## config.mk

```make
export PLATFORM = sky130hd
export DESIGN_NAME = hysteresis_window_monitor_top
export DESIGN_NICKNAME = d
export VERILOG_FILES = /design/src/hdl/hwm_pkg.sv /design/src/hdl/hysteresis_window_monitor_top.sv
export VERILOG_INCLUDE_DIRS = /design/src /design/src/hdl
export SDC_FILE = /design/constraint.sdc
export NUM_CORES = 1
export LEC_CHECK = 0
export BUFFER_PORTS_ARGS = -buffer_cell sky130_fd_sc_hd__buf_2
export CORE_ASPECT_RATIO = 1.4
export CORE_MARGIN = 5
export CORE_UTILIZATION = 55
export DETAILED_ROUTE_END_ITERATION = 16
export PLACE_DENSITY = 0.84
export REMOVE_ABC_BUFFERS = 1
export SYNTH_ARGS = -nofsm -noshare
export SYNTH_HDL_FRONTEND = slang
export SYNTH_SLANG_ARGS = --single-unit
```

## constraint.sdc

```tcl
create_clock -name clk -period 8.05 [get_ports clk]
set_input_delay 0.4025 -clock clk [delete_from_list [all_inputs] [get_ports clk]]
set_output_delay 0.4025 -clock clk [all_outputs]
set_load 0.02 [all_outputs]
```

## src/hdl/hysteresis_window_monitor_top_macros.svh

```systemverilog
// ----------------------------------------------------------------------------
// Assertion macros
// Shared concurrent assertion forms for the window monitor.
// ----------------------------------------------------------------------------
`ifndef HYSTERESIS_WINDOW_MONITOR_TOP_MACROS_SVH
`define HYSTERESIS_WINDOW_MONITOR_TOP_MACROS_SVH

// Same-cycle implication, checked on every rising edge outside reset.
`define HWM_ASSERT_SAME(label, clk, rst_n, ante, cons, msg) \
	label: assert property (@(posedge clk) disable iff (!rst_n) (ante) |-> (cons)) \
		else $error(msg);

// Next-cycle implication, checked on every rising edge outside reset.
`define HWM_ASSERT_NEXT(label, clk, rst_n, ante, cons, msg) \
	label: assert property (@(posedge clk) disable iff (!rst_n) (ante) |=> (cons)) \
		else $error(msg);

`endif

```

## src/hdl/hwm_pkg.sv

```systemverilog
// ----------------------------------------------------------------------------
// hwm_pkg
// Types and constants of the hysteresis window monitor.
// ----------------------------------------------------------------------------
package hwm_pkg;

	// Field widths.
	localparam int unsigned CHAN_W   = 4;
	localparam int unsigned SAMPLE_W = 32;
	localparam int unsigned CFG_IDX_W = 3;
	localparam int unsigned CFG_W    = 32;

	// Packed stream widths, rounded up to whole bytes.
	localparam int unsigned IN_DATA_W  = 40;
	localparam int unsigned OUT_DATA_W = 8;

	// Result status codes.
	typedef enum logic [1:0] {
		STATUS_OK       = 2'd0,
		STATUS_MISORDER = 2'd1,
		STATUS_IGNORED  = 2'd2
	} status_t;

	// Configuration register indexes.
	localparam logic [CFG_IDX_W-1:0] REG_CHANNEL_COUNT    = 3'd0;
	localparam logic [CFG_IDX_W-1:0] REG_LOW_FAULT_LEVEL  = 3'd1;
	localparam logic [CFG_IDX_W-1:0] REG_LOW_CLEAR_LEVEL  = 3'd2;
	localparam logic [CFG_IDX_W-1:0] REG_HIGH_CLEAR_LEVEL = 3'd3;
	localparam logic [CFG_IDX_W-1:0] REG_HIGH_FAULT_LEVEL = 3'd4;

	// Register values after reset.
	localparam logic [CHAN_W-1:0]          RST_CHANNEL_COUNT    = 4'd0;
	localparam logic signed [SAMPLE_W-1:0] RST_LOW_FAULT_LEVEL  = 32'sd2000;
	localparam logic signed [SAMPLE_W-1:0] RST_LOW_CLEAR_LEVEL  = 32'sd3000;
	localparam logic signed [SAMPLE_W-1:0] RST_HIGH_CLEAR_LEVEL = 32'sd9000;
	localparam logic signed [SAMPLE_W-1:0] RST_HIGH_FAULT_LEVEL = 32'sd12000;

endpackage

```

## src/hdl/hysteresis_window_monitor_top.sv

```systemverilog
// ----------------------------------------------------------------------------
// hysteresis_window_monitor_top
// Per-channel window comparator with hysteresis and a sweep fault flag.
// ----------------------------------------------------------------------------
// The block takes one sample transaction per clock cycle while the output is
// not stalled and returns exactly one result transaction for each: the sample
// is captured in an input register, the threshold compares and the latch
// update run combinationally on it, and the result waits in an output
// register. The latch read-modify-write completes as the result is registered,
// so samples of the same channel may follow each other in consecutive cycles.
// Write the configuration registers only while no transaction is in flight.
// A sample with misordered thresholds, or for a channel at or beyond the
// configured count or CHANNELS, returns a status code, touching no state.

`include "hysteresis_window_monitor_top_macros.svh"

module hysteresis_window_monitor_top
	import hwm_pkg::*;
#(
	parameter int unsigned CHANNELS = 12
) (
	input  logic                  clk,
	input  logic                  arst_n,

	// Configuration write port.
	input  logic                  cfg_we,
	input  logic [CFG_IDX_W-1:0]  cfg_index,
	input  logic [CFG_W-1:0]      cfg_data,

	// Sample stream.
	input  logic                  s_axis_tvalid,
	output logic                  s_axis_tready,
	input  logic [IN_DATA_W-1:0]  s_axis_tdata,  // channel[3:0], sample[35:4], zero pad
	input  logic                  s_axis_tuser,  // sweep_start

	// Result stream.
	output logic                  m_axis_tvalid,
	input  logic                  m_axis_tready,
	output logic [OUT_DATA_W-1:0] m_axis_tdata,  // channel_fault, low_alarm,
	                                             // high_alarm, sweep_fault, zero pad
	output logic [1:0]            m_axis_tuser   // status
);

	localparam int unsigned IDX_W = (CHANNELS > 1) ? $clog2(CHANNELS) : 1;
	localparam int unsigned CNT_W = 7;

	// Configuration registers.
	logic [CHAN_W-1:0]          channel_count_q;
	logic signed [SAMPLE_W-1:0] low_fault_level_q;
	logic signed [SAMPLE_W-1:0] low_clear_level_q;
	logic signed [SAMPLE_W-1:0] high_clear_level_q;
	logic signed [SAMPLE_W-1:0] high_fault_level_q;

	// Input stage.
	logic                       valid_s1;
	logic [CHAN_W-1:0]          channel_s1;
	logic signed [SAMPLE_W-1:0] sample_s1;
	logic                       sweep_start_s1;

	// Channel state.
	logic [CHANNELS-1:0]        low_latch_q;
	logic [CHANNELS-1:0]        high_latch_q;
	logic                       sweep_acc_q;

	// Result register.
	logic                       out_valid_q;
	status_t                    status_q;
	logic                       channel_fault_q;
	logic                       low_alarm_q;
	logic                       high_alarm_q;
	logic                       sweep_fault_q;

	// Step logic.
	logic                       advance;
	logic                       misorder;
	logic                       in_range;
	logic                       update;
	logic [IDX_W+CHAN_W-1:0]    chan_wide;
	logic [IDX_W-1:0]           idx;
	logic                       low_cur;
	logic                       high_cur;
	logic                       low_next;
	logic                       high_next;
	logic                       fault;
	logic                       sweep_next;
	status_t                    status_c;

	// Handshake: the input stage moves on whenever the result register is free.
	assign advance       = !out_valid_q || m_axis_tready;
	assign s_axis_tready = !valid_s1 || advance;

	// Configuration writes.
	always_ff @(posedge clk or negedge arst_n) begin
		if (!arst_n) begin
			channel_count_q    <= RST_CHANNEL_COUNT;
			low_fault_level_q  <= RST_LOW_FAULT_LEVEL;
			low_clear_level_q  <= RST_LOW_CLEAR_LEVEL;
			high_clear_level_q <= RST_HIGH_CLEAR_LEVEL;
			high_fault_level_q <= RST_HIGH_FAULT_LEVEL;
		end else if (cfg_we) begin
			unique case (cfg_index)
				REG_CHANNEL_COUNT:    channel_count_q    <= cfg_data[CHAN_W-1:0];
				REG_LOW_FAULT_LEVEL:  low_fault_level_q  <= cfg_data;
				REG_LOW_CLEAR_LEVEL:  low_clear_level_q  <= cfg_data;
				REG_HIGH_CLEAR_LEVEL: high_clear_level_q <= cfg_data;
				REG_HIGH_FAULT_LEVEL: high_fault_level_q <= cfg_data;
				default: ;
			endcase
		end
	end

	// Input register.
	always_ff @(posedge clk or negedge arst_n) begin
		if (!arst_n) begin
			valid_s1 <= 1'b0;
		end else if (s_axis_tready) begin
			valid_s1 <= s_axis_tvalid;
		end
	end

	always_ff @(posedge clk) begin
		if (s_axis_tready && s_axis_tvalid) begin
			channel_s1     <= s_axis_tdata[CHAN_W-1:0];
			sample_s1      <= s_axis_tdata[CHAN_W+SAMPLE_W-1:CHAN_W];
			sweep_start_s1 <= s_axis_tuser;
		end
	end

	// Threshold order and channel range checks.
	always_comb begin
		misorder = (low_fault_level_q > low_clear_level_q) ||
		           (low_clear_level_q > high_clear_level_q) ||
		           (high_clear_level_q > high_fault_level_q);
		in_range = (channel_s1 < channel_count_q) &&
		           ({{(CNT_W-CHAN_W){1'b0}}, channel_s1} < CNT_W'(CHANNELS));
		priority if (misorder) begin
			status_c = STATUS_MISORDER;
		end else if (!in_range) begin
			status_c = STATUS_IGNORED;
		end else begin
			status_c = STATUS_OK;
		end
		update = advance && valid_s1 && (status_c == STATUS_OK);
	end

	// Hysteresis update of the addressed channel.
	always_comb begin
		chan_wide  = {{IDX_W{1'b0}}, channel_s1};
		idx        = chan_wide[IDX_W-1:0];
		low_cur    = in_range ? low_latch_q[idx] : 1'b0;
		high_cur   = in_range ? high_latch_q[idx] : 1'b0;
		// A latched alarm holds until the sample crosses its clear level.
		low_next   = low_cur ? !(sample_s1 > low_clear_level_q)
		                     : (sample_s1 < low_fault_level_q);
		high_next  = high_cur ? !(sample_s1 < high_clear_level_q)
		                      : (sample_s1 > high_fault_level_q);
		fault      = low_next || high_next;
		sweep_next = (sweep_start_s1 ? 1'b0 : sweep_acc_q) || fault;
	end

	// Channel state registers.
	always_ff @(posedge clk or negedge arst_n) begin
		if (!arst_n) begin
			low_latch_q  <= '0;
			high_latch_q <= '0;
			sweep_acc_q  <= 1'b0;
		end else if (update) begin
			low_latch_q[idx]  <= low_next;
			high_latch_q[idx] <= high_next;
			sweep_acc_q       <= sweep_next;
		end
	end

	// Result register.
	always_ff @(posedge clk or negedge arst_n) begin
		if (!arst_n) begin
			out_valid_q <= 1'b0;
		end else if (advance) begin
			out_valid_q <= valid_s1;
		end
	end

	always_ff @(posedge clk) begin
		if (advance && valid_s1) begin
			status_q <= status_c;
			if (status_c == STATUS_OK) begin
				channel_fault_q <= fault;
				low_alarm_q     <= low_next;
				high_alarm_q    <= high_next;
				sweep_fault_q   <= sweep_next;
			end else begin
				channel_fault_q <= 1'b0;
				low_alarm_q     <= 1'b0;
				high_alarm_q    <= 1'b0;
				sweep_fault_q   <= 1'b0;
			end
		end
	end

	// Output packing.
	assign m_axis_tvalid = out_valid_q;
	assign m_axis_tuser  = status_q;
	assign m_axis_tdata  = {4'b0000, sweep_fault_q, high_alarm_q, low_alarm_q,
	                        channel_fault_q};

	// Assertions.
	`HWM_ASSERT_SAME(a_skip_flags_zero, clk, arst_n,
		out_valid_q && (status_q != STATUS_OK),
		m_axis_tdata == '0,
		"rejected sample reports alarm flags")
	`HWM_ASSERT_SAME(a_alarm_means_fault, clk, arst_n,
		out_valid_q && (low_alarm_q || high_alarm_q),
		channel_fault_q,
		"latched alarm without channel fault")
	`HWM_ASSERT_SAME(a_fault_in_sweep, clk, arst_n,
		out_valid_q && channel_fault_q,
		sweep_fault_q,
		"channel fault missing from sweep flag")
	`HWM_ASSERT_NEXT(a_stage_holds, clk, arst_n,
		valid_s1 && !advance,
		valid_s1,
		"input stage dropped a stalled sample")
	`HWM_ASSERT_NEXT(a_sweep_sets, clk, arst_n,
		update && fault,
		sweep_acc_q,
		"sweep accumulator not set by fault")

endmodule

```

==> impl_metrics.tcl, run 1 <==
set metrics [dict create \
    slowest_stage "nor4_2" \
    grt.met1_usage_pct 27.61 \
    cp.arrival_ns 5.16 \
    ys_seq_area_share_pct 41.29 \
    final-hold-violation-count 0 \
    cts-root-buf "clkbuf_16" \
    n_fill_cell 1853 \
    start_util_pct 55.52 \
    r2r_slack_ns 3.28 \
    critical_path_required_ns 8.44 \
    wl_mm 32.47 \
    gr-usage-all-layers_pct 24.61 \
    io_pins 93 \
    final_cells 1672 \
    tightestPinTransition_ns 1.045 \
    grt_pass1_vias 10665 \
    num_vias 9998 \
    cts_resized 0 \
    die_area_um2 26540 \
    antenna_left 0 \
    timing.final.max_slew_violations 0 \
    irDropWorstVdd_mv 0.1858 \
    utilization_pct 61.61 \
    numCtsBuffers 22 \
    busiest_layer "met2" \
    die_h_um 190.8 \
    synth-seq-cells 202 \
    grt_pass1_wl_mm 52.81 \
    cts_setup_buffers 0 \
    core_um2 23120 \
    power_leakage_nw 6.705 \
    finClkSkew_ns 0.01625 \
    dpl.hpwl_mm 24.19 \
    overflow 0 \
    synth_cells 1271 \
    path_class "flip-flop to flip-flop" \
    place_congestion 0.9550 \
    grt_max_degree 106 \
    synth_largest_area_cell "dfrtp_1" \
    insertion_delay_ns 0.51 \
    yosysWarnings 0 \
    synthTopCellsByArea "dfrtp_1 26%, ha_1 22%, edfxtp_1 10%" \
    worstSetupStartpointType "flip-flop" \
    crit_chain "inv_1 > ha_1 > nand4_1 > or3_1 > or4_1 > or4_1 > o221ai_1 > nand4b_1 > nor4_2 > and4b_1 > mux2_1" \
    worstPathMaxFanout 12 \
    diodes 0 \
    yosysMostFrequentCell "ha_1" \
    wire_per_inst_um 19.42 \
    syn_area_um2 12840 \
    drt_first_pass_iters 5 \
    multi_input_area_um2 6883 \
    yosys.area.top_type_share_pct 26.12 \
    clock.fmax_mhz 209.7 \
    htreeDepth 1 \
    hold_slack_ns 0.04997 \
    hp-class "primary input to async pin" \
    syn2layout_area_growth_pct 10.96 \
    maxCapViolations 0 \
    async_flop_share_pct 78.71 \
    clockBufferDepth 3 \
    nNetsFinal 1656 \
    final.setup.tns_ns 0 \
    cts_tree "built" \
    drc 0 \
    max_stage_delay_ns 0.92 \
    port-buffer-count 84 \
    fin_crit_ns 4.769 \
    status "finished, final reports clean" \
    dp.cells 1632 \
    period_share_pct 59.24 \
    drive_above_1_share_pct 15.89 \
    rsz0062_at_grt "false" \
    netlist_top_cells_count "225 x ha_1, 149 x nand2_1, 139 x inv_1" \
    seqCellArea_um2 5301 \
    worstSetupEndpointType "flip-flop" \
    avgViaCountPerCell 5.980 \
    slew_headroom_pct 29.78 \
    drtIter0Drc 640 \
    cts-hold-fix-buffers 0 \
    synth.distinct_cells 59 \
    p_per_area_nw_per_um2 251.1 \
    antenna_found_initial 0 \
    syn_avg_cell_area_um2 10.10 \
    use_met2_pct 43.45 \
    rows 66 \
    clkSinkCount 202 \
    grt_use_met3_pct 3.613 \
    synth_edf_count 43 \
    setup_viol 0 \
    die_w_um 139.1 \
    clkTransAtPathRegs_ns 0.06 \
    cpMostUsedCell "or4_1" \
    ys.flop_type "dfrtp_1" \
]
-- flip-flops by register name, indices dropped and copies added, names as in the netlist, 2 cells and up --
name and cells:
high_fault_level_q 32, sample_s1 32, high_latch_q 12, channel_s1 4, low_fault_level_q 32, low_clear_level_q 32, m_axis_tuser 2, high_clear_level_q 32
channel_count_q 4, low_latch_q 12
-- worst paths after layout --
kind,from,end,cells after the start
max,low_clear_level_q[31]$_DFFE_PN0P_,high_latch_q[5]$_DFFE_PN0P_,11
min,arst_n,high_fault_level_q[8]$_DFFE_PN0P_,1
max reg2reg,low_clear_level_q[31]$_DFFE_PN0P_,high_latch_q[5]$_DFFE_PN0P_,11
min reg2reg,low_latch_q[10]$_DFFE_PN0P_,low_latch_q[10]$_DFFE_PN0P_,1
max in group asynchronous,arst_n,high_clear_level_q[31]$_DFFE_PN0P_,2
min in group clk,s_axis_tdata[0],channel_s1[0]$_DFFE_PP_,1
-- per-layer routing --
metal	part of all wire (%)	wire, um	vias up
li1	-	-	4725
met1	38	12370	4821
met2	50	16200	321
met3	4.6	1498	131
met4	7.4	2407	0
met5	0	0	-
-- metrics by stage --
stage / total power, mW / worst slack, ns / cell area [um2]
3_3_place_gp: 2.518 / 3.337 / 13560
2_1_floorplan: 2.198 / 3.212 / 12670
6_report: 3.578 / 3.281 / 14250
3_5_place_dp: 2.596 / 3.316 / 13560
4_1_cts: 3.579 / 3.289 / 14250
5_1_grt: 3.822 / 2.977 / 14250
-- layout by cell type, fill, tap and decap left out, drive strengths merged, types with 9 or more instances in the layout --
cell,instances
o211ai,9
nand2,149
nand2b,10
mux2,59
nor3,15
ha,225
a31oi,9
dfstp,25
nor2,31
nor2b,11
clkbuf,31
a21o,16
o21ai,131
dfrtp,134
edfxtp,43
a211oi,11
nand3,15
nand4,38
a21oi,74
buf,90
inv,141
-- worst max-delay path: cells and delay by family, from the launching register on --
kind                       cells  cell delay [ns]
muxes                          1             0.34
and+or+nand+nor                7             3.25
AOI/OAI and AO/OA              1             0.23
DFF                            1             0.36
adders and majority gates      1             0.40
buffers and inverters          1             0.08
-- logic make-up (layout without fill, tap and decap cells) --
family                     Yosys count  count (layout)  synth area share, %
muxes                               67              67                6.383
buffers and inverters              178             270                5.467
other                                1               4              0.02921
DFF                                202             202                41.29
xor gates and xnor gates             2               2               0.1365
and+or+nand+nor                    312             312                11.93
AOI/OAI and AO/OA                  284             284                12.84
adders and majority gates          225             225                21.93
-- power breakdown --
| part | switching (mW) | leakage, nW | internal (mW) |
|---|---|---|---|
| sequential | 0.125 | 2.34 | 1.26 |
| clock | 0.416 | 0.329 | 0.545 |
| combinational | 0.730 | 4.04 | 0.504 |
| total | 1.27 | 6.71 | 2.31 |
-- cell type report --
cell class | count | area share, %
Multi-Input combinational cell | 894 | 48.31
Sequential cell | 202 | 37.21
Clock buffer | 31 | 4.391
Inverter | 140 | 3.689
Timing Repair Buffer | 90 | 3.311
Tap cell | 306 | 2.688
Clock inverter | 9 | 0.3952
Power figures use the tool's default switching activity.
==> run 2, diff against run 1 <==
==> constraint.sdc (replaced) <==
create_clock -name clk -period 4.75 [get_ports clk]
set_input_delay 0.2375 -clock clk [delete_from_list [all_inputs] [get_ports clk]]
set_output_delay 0.2375 -clock clk [all_outputs]
set_load 0.02 [all_outputs]
==> run 2 against run 1 <==
Net effect: first-iteration DRC count fell by 2.0%; final cell count increased by 3.6%; final area is 4.6% higher; global-route usage is 0.52 points higher; worst setup slack worse by 2.7 ns; critical path type unchanged; critical endpoint is now low_latch_q[6]$_DFFE_PN0P_; largest power group unchanged.
==> impl_metrics.tcl, run 2 (same netlist as run 1, synthesis figures left out) <==
set metrics [dict create \
    numCtsBuffers 21 \
    p_comb_share_pct 34.3 \
    clkSinkCount 202 \
    drc 0 \
    final.setup.tns_ns 0 \
    worstPathMaxFanout 12 \
    antenna_left 0 \
    worstSetupStartpointType "flip-flop" \
    gr-usage-all-layers_pct 25.14 \
    maxCapViolations 0 \
    syn2layout_area_growth_pct 16.06 \
    final-hold-violation-count 0 \
    setup_viol 0 \
    cts_tree "built" \
    die_area_um2 26540 \
    r2r_cells 12 \
    cts-root-buf "clkbuf_16" \
    clock.fmax_mhz 237.4 \
    dr.max_layer_used "met4" \
    drt-met1-wl_mm 12.60 \
    grt_pass1_vias 10899 \
    final_common_cell "ha_1" \
    critical_path_required_ns 5.14 \
    dr_wl_met2_mm 16.95 \
    hold_path_depth 3 \
    hp-class "primary input to flip-flop" \
    p_clk_share_pct 28.0 \
    switching_share_pct 35.24 \
    cp.arrival_ns 4.60 \
    insertion_delay_ns 0.51 \
    multi_input_area_um2 6883 \
    utilization_pct 64.44 \
    fin_area_um2 14900 \
    drive_above_1_share_pct 15.57 \
    htreeDepth 1 \
    power_leakage_nw 6.978 \
    die_h_um 190.8 \
    fin_crit_ns 4.213 \
    port-buffer-count 84 \
    final_cell_mix "225 x ha_1, 149 x nand2_1, 139 x inv_1" \
    worstSetupEndpointType "flip-flop" \
    grt_pass1_wl_mm 54.04 \
    diodes 0 \
    drt_first_pass_iters 5 \
    slew_headroom_pct 26.23 \
    path_class "flip-flop to flip-flop" \
    seqCellArea_um2 5301 \
    die_w_um 139.1 \
    clockBufferDepth 3 \
    wl_mm 33.52 \
    num_vias 10310 \
    rsz0062_at_grt "false" \
    place_area_um2 13580 \
    avgViaCountPerCell 5.953 \
    rows 66 \
    core_um2 23120 \
    grt_max_degree 70 \
    start_util_pct 55.52 \
    place_congestion 0.9314 \
    n_fill_cell 1788 \
    period_share_pct 88.68 \
    switchingPower_mw 2.195 \
    wl_met3_mm 1.508 \
    tightestPinTransition_ns 1.091 \
    io_pins 93 \
    overflow 0 \
    clkTransAtPathRegs_ns 0.07 \
    irDropWorstVdd_mv 0.2679 \
    antenna_found_initial 0 \
    timing.final.max_slew_violations 0 \
    internal_power_mw 4.032 \
    status "finished, final reports clean" \
    wire_per_inst_um 19.36 \
    seq_power_share_pct 37.7 \
    drtIter0Drc 627 \
    finClkSkew_ns 0.007934 \
    nNetsFinal 1717 \
    p_per_area_nw_per_um2 417.9 \
    dpl.hpwl_mm 24.61 \
]
==> run 2: changes by cell type in the layout (fill, tap and decap cells not counted) <==
cell           previous run  this run
clkinvlp_4                2         4
clkbuf_16                23        21
clkbuf_1                  6         2
clkinv_1                  3         2
inv_6                     1         2
inv_4                     1         0
bufinv_16                 0         3
buf_4                     6         8
dlygate4sd3_1             0        60
==> run 2: area by class of cell <==
class,instances,area share (%)
multi-input combinational,894,46.19
tap,306,2.569
sequential,202,35.58
timing repair buffer,152,7.297
inverter,140,3.527
clock buffer,25,3.762
clock inverter,13,1.075
==> run 2: timing repair <==
item / in CTS / in global routing
hold buffers: 60 / 0
endpoints found under the hold margin: 121 / 0
setup buffers: 0 / 0
gates resized for setup: 0 / 0
==> run 2: path summary, 6_finish.rpt <==
| kind | startpoint | end | slack [ns] |
|---|---|---|---|
| worst max-delay path | low_clear_level_q[31]$_DFFE_PN0P_ | low_latch_q[6]$_DFFE_PN0P_ | 0.54 |
| worst min-delay path | cfg_data[29] | low_fault_level_q[29]$_DFFE_PN0P_ | 0.009 |
| worst max register to register | low_clear_level_q[31]$_DFFE_PN0P_ | low_latch_q[6]$_DFFE_PN0P_ | 0.54 |
| worst min register to register | low_latch_q[5]$_DFFE_PN0P_ | low_latch_q[5]$_DFFE_PN0P_ | 0.49 |
| max in group asynchronous | arst_n | low_fault_level_q[26]$_DFFE_PN0P_ | 3.33 |
| min in group asynchronous | arst_n | low_clear_level_q[10]$_DFFE_PN0P_ | 0.31 |
==> run 2: metrics by stage <==
step                      hold slack [ns]  total power, mW  worst slack [ns]  std cells
after floorplan                  -0.05809            3.725           0.07723       1236
after global placement             0.2862            4.268            0.6682       1634
after detailed placement           0.2956            4.411            0.6138       1634
after CTS                        0.007655            6.218            0.5806       1732
after global routing              0.02658            6.612            0.3817       1732
final                            0.009168            6.227            0.5375       1732
==> run 2: per-layer routing <==
layer / global-route usage (%) / vias to the layer above
met4: 16.00 / 0
li1: - / 4851
met5: 0 / -
met2: 45.51 / 350
met1: 27.77 / 4955
met3: 3.186 / 154
==> run 2: power groups by stage <==
stage               registers, mW  clock network [mW]  logic (mW)
floorplan                    2.31                   0        1.42
global placement             2.36                   0        1.91
detailed placement           2.37                   0        2.04
CTS                          2.34                1.76        2.11
global route                 2.38                1.83        2.41
finish                       2.35                1.74        2.14
==> run 2: critical path, stage by stage (launching register included) <==
cell and delay [ns]:
dfrtp_1 0.35, inv_1 0.07, ha_1 0.38, nand4_1 0.14, or3_1 0.45, or4_1 0.60, or4_1 0.55, o221ai_1 0.23
nand4b_1 0.22, nor4_2 0.29, buf_4 0.23, and4b_1 0.25, mux2_2 0.35
==> run 3, diff against run 2 <==
--- a/config.mk
+++ b/config.mk
@@ -6,9 +6,10 @@
 export SDC_FILE = /design/constraint.sdc
 export NUM_CORES = 1
 export LEC_CHECK = 0
+export ABC_AREA = 1
 export BUFFER_PORTS_ARGS = -buffer_cell sky130_fd_sc_hd__buf_2
 export CORE_ASPECT_RATIO = 1.4
-export CORE_MARGIN = 5
+export CORE_MARGIN = 4
 export CORE_UTILIZATION = 55
 export DETAILED_ROUTE_END_ITERATION = 16
 export PLACE_DENSITY = 0.84
==> run 3 against run 2 <==
Net effect: total power up 0.10%; combinational power down 2%; final cell count up 19%; global-route usage down 0.051 points; first-iteration DRC count down 1.6%; maximum frequency up 49%; sequential power about the same; non-clock buffer count down 22; worst setup slack better by 1.4 ns; highest routed layer unchanged.
==> impl_metrics.tcl, run 3 <==
set metrics [dict create \
    synth.distinct_cells 38 \
    worstPathMaxFanout 13 \
    status "finished, final reports clean" \
    cts_resized 0 \
    yosys.area.top_type_share_pct 25.01 \
    drt_first_pass_iters 5 \
    r2r-end "channel_fault_q$_SDFFCE_PP0P_" \
    start_util_pct 55.92 \
    overflow 0 \
    period_share_pct 59.47 \
    synthTopCellsByArea "dfrtp_1 25%, ha_1 21%, nand2_1 12%" \
    clock.fmax_mhz 354.0 \
    grt_pass1_vias 11729 \
    async_flop_share_pct 78.71 \
    die_area_um2 26970 \
    final.setup.tns_ns 0 \
    wire_per_inst_um 16.20 \
    r2r_start "high_fault_level_q[5]$_DFFE_PN1P_" \
    place_congestion 0.9213 \
    port-buffer-count 84 \
    ys_seq_area_share_pct 39.54 \
    antenna_left 0 \
    yosysMostFrequentCell "nand2_1" \
    syn2layout_area_growth_pct 13.54 \
    synth-seq-cells 202 \
    path_class "flip-flop to flip-flop" \
    cts_tree "built" \
    clockBufferDepth 3 \
    syn_avg_cell_area_um2 8.301 \
    p_per_area_nw_per_um2 409.5 \
    core_um2 23980 \
    drive_above_1_share_pct 10.82 \
    r2r_cells 12 \
    critical_path_required_ns 5.12 \
    slew_headroom_pct 12.73 \
    clkTransAtPathRegs_ns 0.06 \
    synth_largest_area_cell "dfrtp_1" \
    yosysWarnings 0 \
    numCtsBuffers 22 \
    nNetsFinal 2036 \
    final-hold-violation-count 0 \
    syn_area_um2 13410 \
    insertion_delay_ns 0.52 \
    final_common_cell "nand2_1" \
    power_leakage_nw 7.831 \
    crit_start "high_fault_level_q[5]$_DFFE_PN1P_" \
    irDropWorstVdd_mv 0.3632 \
    wl_mm 33.31 \
    num_vias 11386 \
    rows 67 \
    worstSetupEndpointType "flip-flop" \
    drc 0 \
    grt_max_degree 68 \
    finClkSkew_ns 0.01740 \
    maxCapViolations 0 \
    avgViaCountPerCell 5.538 \
    crit_end "channel_fault_q$_SDFFCE_PP0P_" \
    clkSinkCount 202 \
    gr-usage-all-layers_pct 25.08 \
    diodes 0 \
    r2r_slack_ns 1.93 \
    tightestPinTransition_ns 1.308 \
    cp.arrival_ns 3.20 \
    final_cells 2056 \
    grt_pass1_wl_mm 55.29 \
    hp-class "primary input to flip-flop" \
    die_h_um 192.7 \
    worstSetupStartpointType "flip-flop" \
    antenna_found_initial 0 \
    final_cell_mix "419 x nand2_1, 226 x inv_1, 225 x ha_1" \
    cts-root-buf "clkbuf_16" \
    utilization_pct 63.49 \
    rsz0062_at_grt "false" \
    setup_viol 0 \
    fin_crit_ns 2.825 \
    synth_edf_count 43 \
    drtIter0Drc 617 \
    dp.cells 1976 \
    timing.final.max_slew_violations 0 \
    cts-hold-fix-buffers 40 \
    ys.flop_type "dfrtp_1" \
    htreeDepth 1 \
    cts_setup_buffers 0 \
    netlist_top_cells_count "419 x nand2_1, 227 x inv_1, 225 x ha_1" \
    die_w_um 140.0 \
    hold_slack_ns 0.01699 \
    io_pins 93 \
    synth_cells 1615 \
    dpl.hpwl_mm 24.79 \
]
==> run 3: kinds of logic (layout without fill, tap and decap cells) <==
logic type | Yosys count | count (layout) | share of synthesized area, %
flip-flops | 202 | 202 | 39.54
adder cells (fa/ha/maj) | 225 | 225 | 21.00
other | 1 | 4 | 0.02797
AO/OA/AOI/OAI | 293 | 293 | 11.41
AND/OR/NAND/NOR | 617 | 617 | 19.71
buffers and inverters | 277 | 405 | 8.306
==> run 3: worst min path at each step <==
stage | start | cells past startpoint | endpoint | slack, ns
2_1_floorplan | arst_n | 0 | channel_count_q[0]$_DFFE_PN0P_ | -0.06
3_3_place_gp | arst_n | 1 | high_clear_level_q[6]$_DFFE_PN0P_ | 0.20
3_5_place_dp | arst_n | 1 | high_clear_level_q[6]$_DFFE_PN0P_ | 0.21
4_1_cts | cfg_data[8] | 3 | low_fault_level_q[8]$_DFFE_PN1P_ | 0.005
5_1_grt | cfg_data[4] | 3 | low_clear_level_q[4]$_DFFE_PN1P_ | 0.02
6_report | cfg_data[8] | 3 | low_fault_level_q[8]$_DFFE_PN1P_ | 0.02
==> run 3: report_power, final <==
part           internal (mW)  total (mW)  switching, mW
Sequential              2.09        2.33          0.244
Clock                   1.07        1.80          0.725
Combinational          0.794        2.10           1.31
==> run 3: worst max-delay path, cell delays in order (launching register included) <==
cell	delay [ns]
dfstp_2	0.53
inv_1	0.06
ha_1	0.30
nand2_1	0.06
nor2_1	0.27
nand4_1	0.14
nor4_1	0.32
nand2_1	0.12
nand3_2	0.12
inv_1	0.08
nor2_4	0.31
nand2_1	0.19
a31oi_1	0.17
==> run 3: layer usage <==
metal | track usage (%) | part of all wire, %
met1 | 27.40 | 37
met4 | 13.24 | 5.7
met5 | 0 | 0
met3 | 2.727 | 5.0
met2 | 47.46 | 52
==> run 3: layout make-up <==
type	count	area, um2
clock buffers	29	606.8
clock inverters	11	158.9
multi-input cells	1139	7013
well taps	310	387.9
inverters	235	882.1
fillers	1984	8753
flip-flops and latches	202	5301
repair buffers	130	872.1
==> run 3: per-stage QoR <==
step / power [mW] / setup slack [ns] / cell area (um2)
finish: 6.233 / 1.925 / 15220
global route: 6.723 / 1.732 / 15220
CTS: 6.255 / 1.954 / 15220
detailed placement: 4.409 / 1.970 / 14060
global placement: 4.266 / 2.005 / 14060
floorplan: 3.766 / 2.557 / 13190
